--- src/rtl/vahf_pkg.sv ---
// ----------------------------------------------------------------------------
// vahf_pkg
// Shared widths, state codes, register indexes and the result word layout
// of the voice activity hangover segmenter.
// ----------------------------------------------------------------------------
package vahf_pkg;

	localparam int RUN_WIDTH   = 16;
	localparam int COUNT_WIDTH = 32;
	localparam int CFG_WIDTH   = 16;
	localparam int POS_WIDTH   = COUNT_WIDTH + 1;
	localparam int STATE_WIDTH = 3;
	localparam int IDX_WIDTH   = 3;
	localparam int IN_TDATA_W  = 8;
	localparam int IN_TUSER_W  = 1;

	// segmenter state codes
	localparam logic [STATE_WIDTH-1:0] ST_SILENCE  = 3'd0;
	localparam logic [STATE_WIDTH-1:0] ST_START    = 3'd1;
	localparam logic [STATE_WIDTH-1:0] ST_CONTINUE = 3'd2;
	localparam logic [STATE_WIDTH-1:0] ST_PAUSE    = 3'd3;
	localparam logic [STATE_WIDTH-1:0] ST_END      = 3'd4;

	// configuration register indexes
	localparam logic [IDX_WIDTH-1:0] REG_START_RUN  = 3'd0;
	localparam logic [IDX_WIDTH-1:0] REG_END_RUN    = 3'd1;
	localparam logic [IDX_WIDTH-1:0] REG_PAUSE_RUN  = 3'd2;
	localparam logic [IDX_WIDTH-1:0] REG_RESUME_RUN = 3'd3;
	localparam logic [IDX_WIDTH-1:0] REG_MIN_SEG    = 3'd4;
	localparam logic [IDX_WIDTH-1:0] REG_MAX_PAUSE  = 3'd5;

	// configuration reset values
	localparam logic [CFG_WIDTH-1:0] START_RUN_RST  = 16'd3;
	localparam logic [CFG_WIDTH-1:0] END_RUN_RST    = 16'd10;
	localparam logic [CFG_WIDTH-1:0] PAUSE_RUN_RST  = 16'd5;
	localparam logic [CFG_WIDTH-1:0] RESUME_RUN_RST = 16'd2;
	localparam logic [CFG_WIDTH-1:0] MIN_SEG_RST    = 16'd13;
	localparam logic [CFG_WIDTH-1:0] MAX_PAUSE_RST  = 16'd63;

	// result word, last member in the lowest bits
	typedef struct packed {
		logic signed [POS_WIDTH-1:0] last_voiced;
		logic signed [POS_WIDTH-1:0] segment_start;
		logic [COUNT_WIDTH-1:0]      state_frames;
		logic [COUNT_WIDTH-1:0]      frame_index;
		logic [STATE_WIDTH-1:0]      prior_state;
		logic                        changed;
		logic [STATE_WIDTH-1:0]      seg_state;
	} res_t;

	localparam int RES_WIDTH   = $bits(res_t);
	localparam int OUT_TDATA_W = ((RES_WIDTH + 7) / 8) * 8;

endpackage

--- src/rtl/voice_activity_hangover_fsm_core.sv ---
// ----------------------------------------------------------------------------
// voice_activity_hangover_fsm_core
// Five-state speech segmenter driven by per-frame voice decisions.
// ----------------------------------------------------------------------------
// Usage:
//   s_* carries one word per frame: s_tdata[0] is the voice flag, s_tuser[0]
//   the kind (0 frame decision, 1 clear all tracking). A clear returns every
//   counter, position and state to reset values but keeps the registers.
//   m_* returns one result word per input word, fields from bit 0 up:
//   seg_state, changed, prior_state, frame_index, state_frames, segment_start,
//   last_voiced, zero padded to 144 bits.
//   cfg_we/cfg_index/cfg_wdata write the six frame thresholds; write only
//   while no result is outstanding. Unknown indexes are dropped.
// Timing:
//   The segmenter state is updated in the cycle a word is accepted and the
//   result lands in the output register (or the skid register behind it), so
//   one word is taken every cycle while s_tready is high. The skid register
//   absorbs one extra result when m_tready drops; s_tready falls only when
//   both hold a result. Reset clears all tracking, loads the default
//   thresholds and empties the output side.
// ----------------------------------------------------------------------------
module voice_activity_hangover_fsm_core (
	input  logic                                 clk,
	input  logic                                 arst_n,
	input  logic                                 s_tvalid,
	output logic                                 s_tready,
	input  logic [vahf_pkg::IN_TDATA_W-1:0]      s_tdata,   // voice_flag, pad
	input  logic [vahf_pkg::IN_TUSER_W-1:0]      s_tuser,   // kind
	output logic                                 m_tvalid,
	input  logic                                 m_tready,
	// seg_state, changed, prior_state, frame_index, state_frames,
	// segment_start, last_voiced, pad
	output logic [vahf_pkg::OUT_TDATA_W-1:0]     m_tdata,
	input  logic                                 cfg_we,
	input  logic [vahf_pkg::IDX_WIDTH-1:0]       cfg_index,
	input  logic [vahf_pkg::CFG_WIDTH-1:0]       cfg_wdata
);
	import vahf_pkg::*;

	localparam logic [RUN_WIDTH-1:0]   RUN_MAX   = '1;
	localparam logic [COUNT_WIDTH-1:0] COUNT_MAX = '1;
	localparam logic [POS_WIDTH-1:0]   POS_NONE  = '1;

	logic [CFG_WIDTH-1:0] start_run_q, end_run_q, pause_run_q;
	logic [CFG_WIDTH-1:0] resume_run_q, min_seg_q, max_pause_q;

	logic [STATE_WIDTH-1:0]      cur_state_q, prev_state_q;
	logic [RUN_WIDTH-1:0]        speech_run_q, silence_run_q;
	logic [COUNT_WIDTH-1:0]      frame_total_q, in_state_q;
	logic signed [POS_WIDTH-1:0] start_pos_q, voiced_pos_q;

	logic [STATE_WIDTH-1:0]      cur_state_d, prev_state_d, next_state;
	logic [RUN_WIDTH-1:0]        speech_run_d, silence_run_d;
	logic [COUNT_WIDTH-1:0]      frame_total_d, in_state_d, in_state_inc;
	logic signed [POS_WIDTH-1:0] start_pos_d, voiced_pos_d;
	logic                        changed_d, mark_start;

	res_t out_q, skid_q, res_d;
	logic out_valid_q, skid_valid_q;
	logic in_fire, out_fire, voice, clear;

	assign s_tready = !skid_valid_q;
	assign m_tvalid = out_valid_q;
	assign m_tdata  = {{(OUT_TDATA_W - RES_WIDTH){1'b0}}, out_q};
	assign in_fire  = s_tvalid && s_tready;
	assign out_fire = out_valid_q && m_tready;
	assign clear    = s_tuser[0];
	assign voice    = s_tdata[0];

	always_ff @(posedge clk or negedge arst_n) begin
		if (!arst_n) begin
			start_run_q  <= START_RUN_RST;
			end_run_q    <= END_RUN_RST;
			pause_run_q  <= PAUSE_RUN_RST;
			resume_run_q <= RESUME_RUN_RST;
			min_seg_q    <= MIN_SEG_RST;
			max_pause_q  <= MAX_PAUSE_RST;
		end else if (cfg_we) begin
			unique case (cfg_index)
				REG_START_RUN:  start_run_q  <= cfg_wdata;
				REG_END_RUN:    end_run_q    <= cfg_wdata;
				REG_PAUSE_RUN:  pause_run_q  <= cfg_wdata;
				REG_RESUME_RUN: resume_run_q <= cfg_wdata;
				REG_MIN_SEG:    min_seg_q    <= cfg_wdata;
				REG_MAX_PAUSE:  max_pause_q  <= cfg_wdata;
				default: ;
			endcase
		end
	end

	// frame step: counters first, then the state decision on the new counts
	always_comb begin
		frame_total_d = (frame_total_q == COUNT_MAX) ? COUNT_MAX : frame_total_q + 1'b1;
		in_state_inc  = (in_state_q == COUNT_MAX) ? COUNT_MAX : in_state_q + 1'b1;
		if (voice) begin
			speech_run_d  = (speech_run_q == RUN_MAX) ? RUN_MAX : speech_run_q + 1'b1;
			silence_run_d = '0;
			voiced_pos_d  = {1'b0, frame_total_d};
		end else begin
			silence_run_d = (silence_run_q == RUN_MAX) ? RUN_MAX : silence_run_q + 1'b1;
			speech_run_d  = '0;
			voiced_pos_d  = voiced_pos_q;
		end

		next_state = cur_state_q;
		mark_start = 1'b0;
		unique case (cur_state_q)
			ST_START: begin
				if (voice)
					next_state = ST_CONTINUE;
				else if (silence_run_d >= end_run_q)
					next_state = (in_state_inc < {{(COUNT_WIDTH - CFG_WIDTH){1'b0}}, min_seg_q})
					             ? ST_SILENCE : ST_END;
			end
			ST_CONTINUE: begin
				if (silence_run_d >= pause_run_q)
					next_state = ST_PAUSE;
			end
			ST_PAUSE: begin
				if (speech_run_d >= resume_run_q)
					next_state = ST_CONTINUE;
				else if (silence_run_d >= max_pause_q)
					next_state = ST_END;
			end
			ST_END: begin
				if (speech_run_d >= start_run_q) begin
					next_state = ST_START;
					mark_start = 1'b1;
				end else begin
					next_state = ST_SILENCE;
				end
			end
			default: begin
				if (speech_run_d >= start_run_q) begin
					next_state = ST_START;
					mark_start = 1'b1;
				end
			end
		endcase

		changed_d = (next_state != cur_state_q);
		cur_state_d  = next_state;
		prev_state_d = changed_d ? cur_state_q : prev_state_q;
		in_state_d   = changed_d ? '0 : in_state_inc;
		start_pos_d  = mark_start
		               ? {1'b0, frame_total_d} - {{(POS_WIDTH - RUN_WIDTH){1'b0}}, speech_run_d}
		                 + {{(POS_WIDTH - 1){1'b0}}, 1'b1}
		               : start_pos_q;

		// clear overrides everything
		if (clear) begin
			cur_state_d   = ST_SILENCE;
			prev_state_d  = ST_SILENCE;
			speech_run_d  = '0;
			silence_run_d = '0;
			frame_total_d = '0;
			in_state_d    = '0;
			start_pos_d   = POS_NONE;
			voiced_pos_d  = POS_NONE;
			changed_d     = 1'b0;
		end

		res_d.seg_state     = cur_state_d;
		res_d.changed       = changed_d;
		res_d.prior_state   = prev_state_d;
		res_d.frame_index   = frame_total_d;
		res_d.state_frames  = in_state_d;
		res_d.segment_start = start_pos_d;
		res_d.last_voiced   = voiced_pos_d;
	end

	always_ff @(posedge clk or negedge arst_n) begin
		if (!arst_n) begin
			cur_state_q   <= ST_SILENCE;
			prev_state_q  <= ST_SILENCE;
			speech_run_q  <= '0;
			silence_run_q <= '0;
			frame_total_q <= '0;
			in_state_q    <= '0;
			start_pos_q   <= POS_NONE;
			voiced_pos_q  <= POS_NONE;
		end else if (in_fire) begin
			cur_state_q   <= cur_state_d;
			prev_state_q  <= prev_state_d;
			speech_run_q  <= speech_run_d;
			silence_run_q <= silence_run_d;
			frame_total_q <= frame_total_d;
			in_state_q    <= in_state_d;
			start_pos_q   <= start_pos_d;
			voiced_pos_q  <= voiced_pos_d;
		end
	end

	// output register with one skid entry behind it
	always_ff @(posedge clk or negedge arst_n) begin
		if (!arst_n) begin
			out_valid_q  <= 1'b0;
			skid_valid_q <= 1'b0;
		end else begin
			if (skid_valid_q) begin
				if (out_fire)
					skid_valid_q <= 1'b0;
			end else if (in_fire && out_valid_q && !out_fire) begin
				skid_valid_q <= 1'b1;
			end
			if (out_fire && !skid_valid_q && !in_fire)
				out_valid_q <= 1'b0;
			else if (in_fire)
				out_valid_q <= 1'b1;
		end
	end

	always_ff @(posedge clk) begin
		if (skid_valid_q) begin
			if (out_fire)
				out_q <= skid_q;
		end else if (in_fire) begin
			if (!out_valid_q || out_fire)
				out_q <= res_d;
			else
				skid_q <= res_d;
		end
	end

`ifndef SYNTHESIS
	a_skid_behind_out: assert property (@(posedge clk) disable iff (!arst_n)
		skid_valid_q |-> out_valid_q)
		else $error("skid entry held without an output entry");

	a_runs_exclusive: assert property (@(posedge clk) disable iff (!arst_n)
		!(speech_run_q != '0 && silence_run_q != '0))
		else $error("speech and silence runs both nonzero");

	a_frame_advance: assert property (@(posedge clk) disable iff (!arst_n)
		(in_fire && !clear && frame_total_q != COUNT_MAX)
		|=> frame_total_q == $past(frame_total_q) + 1'b1)
		else $error("frame count did not advance on a frame word");

	a_change_resets_dwell: assert property (@(posedge clk) disable iff (!arst_n)
		(out_valid_q && out_q.changed) |-> out_q.state_frames == '0)
		else $error("state change reported with nonzero dwell count");

	a_clear_result: assert property (@(posedge clk) disable iff (!arst_n)
		(in_fire && clear) |=> (cur_state_q == ST_SILENCE && frame_total_q == '0
		                        && start_pos_q == POS_NONE))
		else $error("clear did not restore tracking");
`endif

endmodule

--- config.mk ---
export PLATFORM = sky130hd
export DESIGN_NAME = voice_activity_hangover_fsm_core
export DESIGN_NICKNAME = d
export VERILOG_FILES = /design/src/rtl/vahf_pkg.sv /design/src/rtl/voice_activity_hangover_fsm_core.sv
export SDC_FILE = /design/constraint.sdc
export NUM_CORES = 1
export LEC_CHECK = 0
export ABC_AREA = 1
export ABC_CLOCK_PERIOD_IN_PS = 10300
export BUFFER_PORTS_ARGS = -buffer_cell sky130_fd_sc_hd__buf_2
export CORE_ASPECT_RATIO = 2
export CORE_MARGIN = 3
export CORE_UTILIZATION = 62
export CTS_CLUSTER_SIZE = 28
export DETAILED_ROUTE_END_ITERATION = 7
export PLACE_DENSITY = 0.81
export SLEW_MARGIN = 20
export SYNTH_ARGS = -nofsm -noshare
export SYNTH_HDL_FRONTEND = slang
export SYNTH_SLANG_ARGS = --single-unit
--- constraint.sdc ---
create_clock -name clk -period 10.3 [get_ports clk]
set_input_delay 2.06 -clock clk [delete_from_list [all_inputs] [get_ports clk]]
set_output_delay 2.06 -clock clk [all_outputs]
set_load 0.05 [all_outputs]
# After elaboration in Yosys (flattened, before gate mapping)
# Index checks and enable logic that the tools add are counted.
[classes]
addsub = 6
reduce_logical = 24
n_eq_ne = 15
n_mux = 39
bitwise_logic = 2
magnitude_cmp = 6
[op_table]
columns = ["operator", "n"]
rows = [
  ["$mux 137", 4],
  ["$mux 32", 5],
  ["$mux 33", 4],
  ["$mux 16", 6],
  ["$ge 16x16->1", 5],
  ["$add 32x1->32 const B", 2],
  ["$eq 32x32->1 const B", 2],
  ["$add 33x1->33 const B", 1],
  ["$sub 32x16->33", 1],
  ["$add 16x1->16 const B", 2],
  ["$eq 16x16->1 const B", 2],
  ["$lt 32x16->1", 1],
  ["$mux 3", 10],
  ["$eq 3x2->1 const B", 4],
  ["$pmux 3 s4", 1],
  ["$reduce_and 2->1", 6],
  ["$eq 3x3->1 const B", 3],
  ["$mux 1", 9],
  ["$eq 3x1->1 const B", 2],
  ["$logic_and 1x1->1", 6],
  ["$reduce_and 3->1", 2],
  ["$reduce_bool 2->1", 3],
  ["$logic_not 1->1", 4],
  ["$logic_not 3->1", 1],
  ["other kinds (5)", 6],
]
[word_totals]
register_bits = 540
inputBits = 33
wordCells = 122

# Logic depth before layout (Yosys ltp)
[logic_depth]
depth_word = 13
mapped_depth = 34

# Worst setup path after synthesis
# Ideal clock, no wire load.
[synth_timing]
kind = "input -> register"
start = "input port s_tvalid"
end = "register out_q (netlist bit m_tdata[0]) (enable)"
arrival_ps = 8300
stages = 5
path_slack_ps = 1365
setup_ps = 635
cell_sequence = "nand2_1 -> inv_1 -> clkbuf_1 -> a21oi_1 -> nor2_1"
[synth_via]
elab_chain_cells = 3
[synth_lines]
columns = ["item", "line_no", "source"]
rows = [
  ["start: declaration", "voice_activity_hangover_fsm_core.sv:25", "input logic s_tvalid,"],
  ["$logic_and 1x1->1", "voice_activity_hangover_fsm_core.sv:65", "assign in_fire = s_tvalid && s_tready;"],
  ["$reduce_bool 2->1 (no source line)", "--", ""],
  ["$reduce_and 3->1 (no source line)", "--", ""],
  ["end signal: assignment", "voice_activity_hangover_fsm_core.sv:216", "out_q <= skid_q;"],
  ["end signal: assignment", "voice_activity_hangover_fsm_core.sv:219", "out_q <= res_d;"],
  ["end: declaration", "voice_activity_hangover_fsm_core.sv:58", "res_t out_q, skid_q, res_d;"],
]
# Every way passes these cells.
# A chain may end at the register's enable or synchronous reset.

# Final worst setup path
[layout_timing]
start = "input port s_tdata[0] in the netlist's numbering"
end = "register out_q (netlist bit m_tdata[53]), data pin"
[layout_via]
elab_chain_cells = 11
word_cells_on_any_way = 21
cone_classes = "order compare (5); eq/ne (1); mux (15)"
[layout_lines]
columns = ["item", "line_no", "source"]
rows = [
  ["start: declaration", "voice_activity_hangover_fsm_core.sv:27", "input logic [vahf_pkg::IN_TDATA_W-1:0] s_tdata,"],
  ["$mux 16", "voice_activity_hangover_fsm_core.sv:95", "if (voice) begin"],
  ["$ge 16x16->1, on equally long branches", "voice_activity_hangover_fsm_core.sv:122, voice_activity_hangover_fsm_core.sv:111", ""],
  ["$mux 3, on equally long branches", "voice_activity_hangover_fsm_core.sv:122, voice_activity_hangover_fsm_core.sv:111", ""],
  ["$mux 3, on equally long branches", "voice_activity_hangover_fsm_core.sv:120, voice_activity_hangover_fsm_core.sv:109", ""],
  ["$pmux 3 s4 (*)", "voice_activity_hangover_fsm_core.sv:107", "unique case (cur_state_q)"],
  ["$ne 3x3->1 (*)", "voice_activity_hangover_fsm_core.sv:141", "changed_d = (next_state != cur_state_q);"],
  ["$mux 32 (*)", "voice_activity_hangover_fsm_core.sv:144", "in_state_d = changed_d ? '0 : in_state_inc;"],
  ["$mux 32 (*)", "voice_activity_hangover_fsm_core.sv:151", "if (clear) begin"],
  ["named net in_state_d[14]", "voice_activity_hangover_fsm_core.sv:54", "logic [COUNT_WIDTH-1:0] frame_total_d, in_state_d, in_state_inc;"],
  ["$mux 137 (*)", "voice_activity_hangover_fsm_core.sv:218", "if (!out_valid_q || out_fire)"],
  ["$mux 137 (*)", "voice_activity_hangover_fsm_core.sv:217", "end else if (in_fire) begin"],
  ["$mux 137 (*)", "voice_activity_hangover_fsm_core.sv:214", "if (skid_valid_q) begin"],
]
# Mark *: on every way through the listed nets, which the timed path passes. The rest lies on a longest branch. The select of a mux whose other input is x is not followed.

==> out/results.ini <==
[die]
coreArea_um2=45420
fp-row-count=110
die_y_um=310.2
die_area_um2=49040
die_x_um=158.1
start_util_pct=63.16
pin_count=179

[setup_path]
path_max_fanout=64
cp-startpoint=s_tdata[0]
worstSetupPathType=input port to flop
endpoint=m_tdata[53]
regToRegEndpoint=m_tdata[53]
cpMaxStageDelayCell=nand3_4
required_ps=10760
worst_path_most_repeated_cell=nand2_1
critPathArrivalTime_ps=6780
worst_setup_path_end_kind=flop
rrSetupSlack_ps=4130
cp-start-kind=input port
reg2reg_from=speech_run_q[1]
cpPeakStageDelay_ps=600
r2r_cells=32
cp_cell_sequence=buf_2 -> inv_2 -> buf_4 -> a21oi_1 -> ha_1 -> a21oi_1 -> o21ai_0 -> a21oi_1 -> nand3_1 -> nand2_1 -> buf_4 -> nand3_1 -> nand2_1 -> inv_1 -> nor2_4 -> nand3_4 -> nor2_1 -> nand2_1 -> nand2_1

[synth]
ys.flop_type=edfxtp_1
synth_seq_area_share_pct=52.24
yosys.area.top_type=edfxtp_1
synthArstFlopShare_pct=49.26
syn_area_um2=28690
syn_inst=3311
synth_edf_count=274
synth_top_cell_area_share_pct=28.68
yosysWarnings=0
yosysUniqueCellTypes=53
ys_ff_latch=540
syn-mean-instance-area_um2=8.664
synthTopCellsByArea=edfxtp_1 29%, dfrtp_1 16%, nand2_1 14%, dfstp_2 7.5%, ha_1 6.2%

[power_and_ir_drop]
ir_drop_uv=277.4
p_seq_share_pct=40.6
power_frac_comb_pct=35.9
power.internal_w=0.004704
p_sw_share_pct=40.96
static-leakage-power_nw=14.91
power_density_nw_per_um2=253.5
pwr-share-clk_pct=23.5
power.switching_w=0.003263
p_total_w=0.007967

[layout]
final_cell_mix=1036 x nand2_1, 393 x inv_1, 300 x o21ai_0
final_nets=3591
layoutNonFillerInstCount=4013
final_common_cell=nand2_1
fin_util_pct=69.21
num-fill-cells=3611
area_growth_pct=9.574
drive_above_1_share_pct=11.88

[drt]
route.vias.total=22830
avgRoutedWirePerCell_um=19.05
avgViaCountPerCell=5.689
ant_nets=0
drcViolationCount=0
drt_iter0_drc=1525
wirelength_um=76460
dr.pass1.iters=6

[status]
status=completed

[cts]
clock-sinks=540
hold_buffers=0
cts_buffers=47
path_clk_slew_ps=70
root_buffer=clkbuf_16
clk_latency_ps=590
cts_tree=yes
htreeDepth=2
cts_setup_buffers=0
cts_resized=0
cts_buffer_depth=3

[hold_path]
hold_depth=2
hold_class=flop to flop

[grt]
grt_max_degree=166
grt_usage_pct=31.40
antenna_found_initial=1
grt_pass1_wl_um=120200
gr-total-overflow=0
first_global_vias=22830

[place]
hpwl_um=54620
io_buffers=164
post-place-cells=3925
gp_congestion=0.9363

[timing]
finalCriticalPeriod_ps=6321
hold_slack_ps=471.1
skew_ps=28.80
setup_viol=0
final_max_slew_viol_count=0
setup_tns_ps=0
tightest_slew_ps=1092
rsz0062_at_grt=false
finalHoldViolCount=0
fin_crit_sh_pct=61.37
relSlewSlack_pct=27.19
fmax_mhz=158.2

[flow_run]
cap_violations=0

-- critical path, delay by kind of cell --
family,cells,cell delay [ps]
buf+inv,5,1530
compound gates,4,840
simple gates,9,1960
fa+ha+maj,1,330
-- cells in the mapped netlist, drive strengths merged (4+ instances only) --
library cell  count
a211oi            6
a21o              4
a21oi           162
a31oi             4
buf              35
clkbuf           95
dfrtp           184
dfstp            82
edfxtp          274
ha              143
inv             400
mux2i             8
nand2          1048
nand3           107
nand3b            8
nand4            23
nor2            223
nor3             41
nor4              8
o211ai           11
o21a              6
o21ai           307
o21bai            8
o22ai            28
or2               8
xnor2            18
xor2             53
-- power groups by stage --
stage / Combinational (W) / Clock [W] / Sequential, W
6_report: 0.00286 / 0.00188 / 0.00323
4_1_cts: 0.00288 / 0.00190 / 0.00323
3_5_place_dp: 0.00286 / 0 / 0.00327
3_3_place_gp: 0.00280 / 0 / 0.00325
5_1_grt: 0.00311 / 0.00197 / 0.00328
2_1_floorplan: 0.00132 / 0 / 0.00406
-- cells by family (layout without fill, tap and decap cells) --
| kind of cell | Yosys count | count (layout) | synth area share (%) |
|---|---|---|---|
| xor+xnor | 71 | 71 | 2.168 |
| fa+ha+maj | 144 | 144 | 6.307 |
| compound gates | 545 | 545 | 10.07 |
| simple gates | 1469 | 1469 | 21.64 |
| flops | 540 | 540 | 52.24 |
| mux | 8 | 8 | 0.2792 |
| other cells | 1 | 8 | 0.01307 |
| buf+inv | 533 | 668 | 7.280 |
-- per-layer routing --
metal / global-route usage, % / wire (um)
met1: 35.51 / 27330
met4: 19.79 / 5816
met5: 0 / 0
met3: 3.034 / 3552
met2: 56.09 / 39760
-- metrics by stage --
stage	area [um^2]	setup slack (ps)
floorplan	28710	1365
global placement	29810	3520
detailed placement	29810	3418
CTS	31430	4032
global route	31430	3532
finish	31430	3979
-- final cells by class --
type                            instances  area (um^2)  area share, %
Antenna cell                            1        2.502       0.007961
Clock buffer                           61         1333          4.239
Clock inverter                         26        285.3         0.9076
Inverter                              403         1516          4.824
Multi-Input combinational cell       2244        11660          37.08
Sequential cell                       540        14990          47.69
Tap cell                              560        700.7          2.229
Timing Repair Buffer                  178        948.4          3.017
-- how the worst min path moves through the flow --
stage                startpoint          endpoint  slack, ps
2_1_floorplan   start_pos_q[18]   start_pos_q[18]        450
3_3_place_gp   voiced_pos_q[29]  voiced_pos_q[29]        460
3_5_place_dp    start_pos_q[19]   start_pos_q[19]        460
4_1_cts         start_pos_q[19]   start_pos_q[19]        470
5_1_grt        voiced_pos_q[11]  voiced_pos_q[11]        490
6_report       voiced_pos_q[11]  voiced_pos_q[11]        470
-- flip-flops by register name (all words and copies together), names as in the netlist --
signal	cells
end_run_q	16
cur_state_q	3
skid_valid_q	1
prev_state_q	3
voiced_pos_q	33
speech_run_q	16
max_pause_q	16
m_tdata	137
start_run_q	16
in_state_q	32
m_tvalid	1
frame_total_q	32
silence_run_q	16
resume_run_q	16
skid_q	137
start_pos_q	33
pause_run_q	16
min_seg_q	16
Power figures use the tool's default switching activity.
